--- src/design/dfs_ram.sv ---
// ----------------------------------------------------------------------------
// dfs_ram - generic single-port-write, single-read RAM
// One write and one registered read per cycle.
// ----------------------------------------------------------------------------
`default_nettype none
module dfs_ram #(
    parameter int WIDTH = 8,
    parameter int DEPTH = 16
) (
    input  wire logic                     aclk,
    input  wire logic                     wr_en,
    input  wire logic [$clog2(DEPTH)-1:0] wr_addr,
    input  wire logic [WIDTH-1:0]         wr_data,
    input  wire logic [$clog2(DEPTH)-1:0] rd_addr,
    output logic      [WIDTH-1:0]         rd_data
);
    logic [WIDTH-1:0] mem [DEPTH];

    always_ff @(posedge aclk) begin
        if (wr_en) begin
            mem[wr_addr] <= wr_data;
        end
        rd_data <= mem[rd_addr];
    end
endmodule
`default_nettype wire

--- config.mk ---
export PLATFORM = sky130hd
export DESIGN_NAME = dfs_ram
export DESIGN_NICKNAME = d
export VERILOG_FILES = /design/src/design/dfs_ram.sv
export SDC_FILE = /design/constraint.sdc
export NUM_CORES = 1
export LEC_CHECK = 0
export ABC_AREA = 1
export ABC_CLOCK_PERIOD_IN_PS = 2029
export BUFFER_PORTS_ARGS = -buffer_cell sky130_fd_sc_hd__buf_2
export CAP_MARGIN = 20
export CORE_UTILIZATION = 40
export DETAILED_ROUTE_END_ITERATION = 7
export PLACE_DENSITY = 0.59
export SYNTH_ARGS = -nofsm -noshare
export SYNTH_HDL_FRONTEND = slang
export SYNTH_SLANG_ARGS = --single-unit
--- constraint.sdc ---
create_clock -name aclk -period 2.03 [get_ports aclk]
set_input_delay 0.3045 -clock aclk [delete_from_list [all_inputs] [get_ports aclk]]
set_output_delay 0.3045 -clock aclk [all_outputs]
set_load 0.02 [all_outputs]
==> flow_summary.yaml <==
outcome:
  status: "completed"
placed_design:
  portBuffers: 25
  place.gp.congestion: 0.837
  dp_hpwl_mm: 8.56
  place_ws_ps: 420
  dpl_cell_area_um2: 6100
setup_path:
  path_cells: "buf_2"
  cp_top_family: "flip-flops"
  path_max_fanout: 1
  worstSetupPathType: "register to output pin"
  crit_arrival_ps: 970
  cp_data_required_time_ps: 1730
  max_stage_delay_ps: 370
  slowest_stage: "dfxtp_1"
  path_buf_inv: 1
  end_kind: "output pin"
  critPathLaunchType: "register"
yosys:
  ys_seq_area_share_pct: 69.4
  yosys-top-cells-count: "nand2_1 (173), edfxtp_1 (128), inv_1 (100)"
  synth-edff-count: 128
  yosysTopAreaCell: "edfxtp_1"
  synth_top_flop_cell: "edfxtp_1"
  ys_seq_elements: 136
  ys_warn_count: 0
  synth_area_per_cell_um2: 10.5
  synth_top_area_share_pct: 66.7
  synth.distinct_cells: 12
  synth_fp_nets: 569
  syn_inst: 551
  synth_area_um2: 5770
  async_flop_share_pct: 0
  synth_most_common_cell: "nand2_1"
  synthTopCellsByArea: "edfxtp_1 (67%), nand2_1 (11%), nand3_1 (8.4%)"
global_route:
  antenna_found_initial: 0
  grt-ovfl-total: 0
  grt_use_total_pct: 19.6
  grt_pass1_wl_mm: 20.7
  first_global_vias: 3752
  grt_max_degree: 46
drt:
  drt_wl_total_mm: 13.1
  drc: 0
  viasPerCell: 4.86
  via_count: 3787
  antenna_left: 0
  drt_first_pass_iters: 4
  drt_iter0_markers: 351
  wl_per_cell_um: 16.8
timing:
  worst_pin_slew_ps: 667
  skew_ps: 5.59
  fmax_mhz: 787
  fin_crit_sh_pct: 62.6
  setup_slack_ps: 759
  hold_ws_ps: 248
  period_minus_slack_ps: 1270
  finalHoldViolCount: 0
  slew_headroom_pct: 55.3
  final-setup-viol-count: 0
  rsz0062_at_grt: "no"
  finalMaxSlewViolations: 0
  setup-tns-final_ps: 0
layout:
  utilization_pct: 47.1
  nets: 606
  synthToLayoutAreaGrowth_pct: 14.2
  drive_gt1_share_pct: 10.7
  diodes: 0
  stdcell_area_um2: 6590
clock_tree:
  cts_root_buffer: "clkbuf_16"
  cts_hold_buf: 0
  insertion_delay_ps: 410
  clk_pin_slew_ps: 50
  post_cts_resized: 0
  cts_buffer_depth: 2
  tritoncts: "yes"
  cts_setup_buffers: 0
  htreeDepth: 4
  cts.sink_count: 136
  cts_made_buffers: 17
floorplanning:
  die_area_um2: 14900
  fp.dieH_um: 122
  die_x_um: 122
  start_util_pct: 41.2
  rows: 43
  core_region_area_um2: 14000
  io_pins: 26
pwr:
  worst_ir_drop_vdd_mv: 0.545
  leakage_nw: 2.85
  p_per_area_nw_per_um2: 929
job:
  max_cap_viol_count: 0
min_path:
  hold_class: "input port to register"
per-stage QoR:
stage	cells	total power [mW]
global placement	749	3.62
CTS	780	6.17
global route	780	6.32
detailed placement	749	3.62
floorplan	551	3.46
finish	780	6.12
worst reg2reg max path, delay by kind of cell (launching register included):
kind	cells	cell delay (ps)
buf+inv	1	60
flops	1	350
simple gates	5	530
cell type report:
type                            instances  area (um2)
Fill cell                            1313        7400
Sequential cell                       136        4000
Multi-Input combinational cell        289        1210
Clock buffer                           24         452
Inverter                              102         383
Timing Repair Buffer                   42         278
Tap cell                              180         225
Clock inverter                          7        30.0
sequential cells by signal, indices dropped and copies added, names as in the netlist:
name and cells:
mem 128, rd_data 8
worst paths after layout:
| kind | startpoint | to | slack, ps | depth (start not counted) |
|---|---|---|---|---|
| max | rd_data[4] | rd_data[4] | 760 | 1 |
| min | rd_addr[3] | rd_data[6] | 250 | 3 |
| max reg2reg | mem[9][4] | rd_data[4] | 980 | 6 |
| min reg2reg | mem[10][6] | rd_data[6] | 670 | 6 |
where the power goes:
part / switching, mW / internal (mW)
clock: 1.03 / 1.52
combinational: 0.283 / 0.112
sequential: 0.0239 / 3.14
layout by cell type (no fill, tap or decap):
cell type  instances
edfxtp_1         128
clkbuf_1           7
nand3b_1           2
buf_2             25
clkinv_2           3
inv_1            100
dfxtp_1            8
clkinv_1           4
nor2_1            17
nand3_1           97
inv_2              2
buf_4             15
buf_12             2
nand2_1          173
clkbuf_16         17
cell families after synthesis:
group | synth area share, %
DFF | 69.4
buffers and inverters | 9.52
and+or+nand+nor | 21.0
routing by layer:
layer | up-vias | GRT usage, % | part of all wire [%]
li1 | 1843 | - | -
met4 | 0 | 9.07 | 2.4
met5 | - | 0 | 0
met1 | 1837 | 24.9 | 44
met3 | 22 | 3.84 | 3.4
met2 | 85 | 32.4 | 50
No activity file was read; power rests on OpenSTA's default activity.
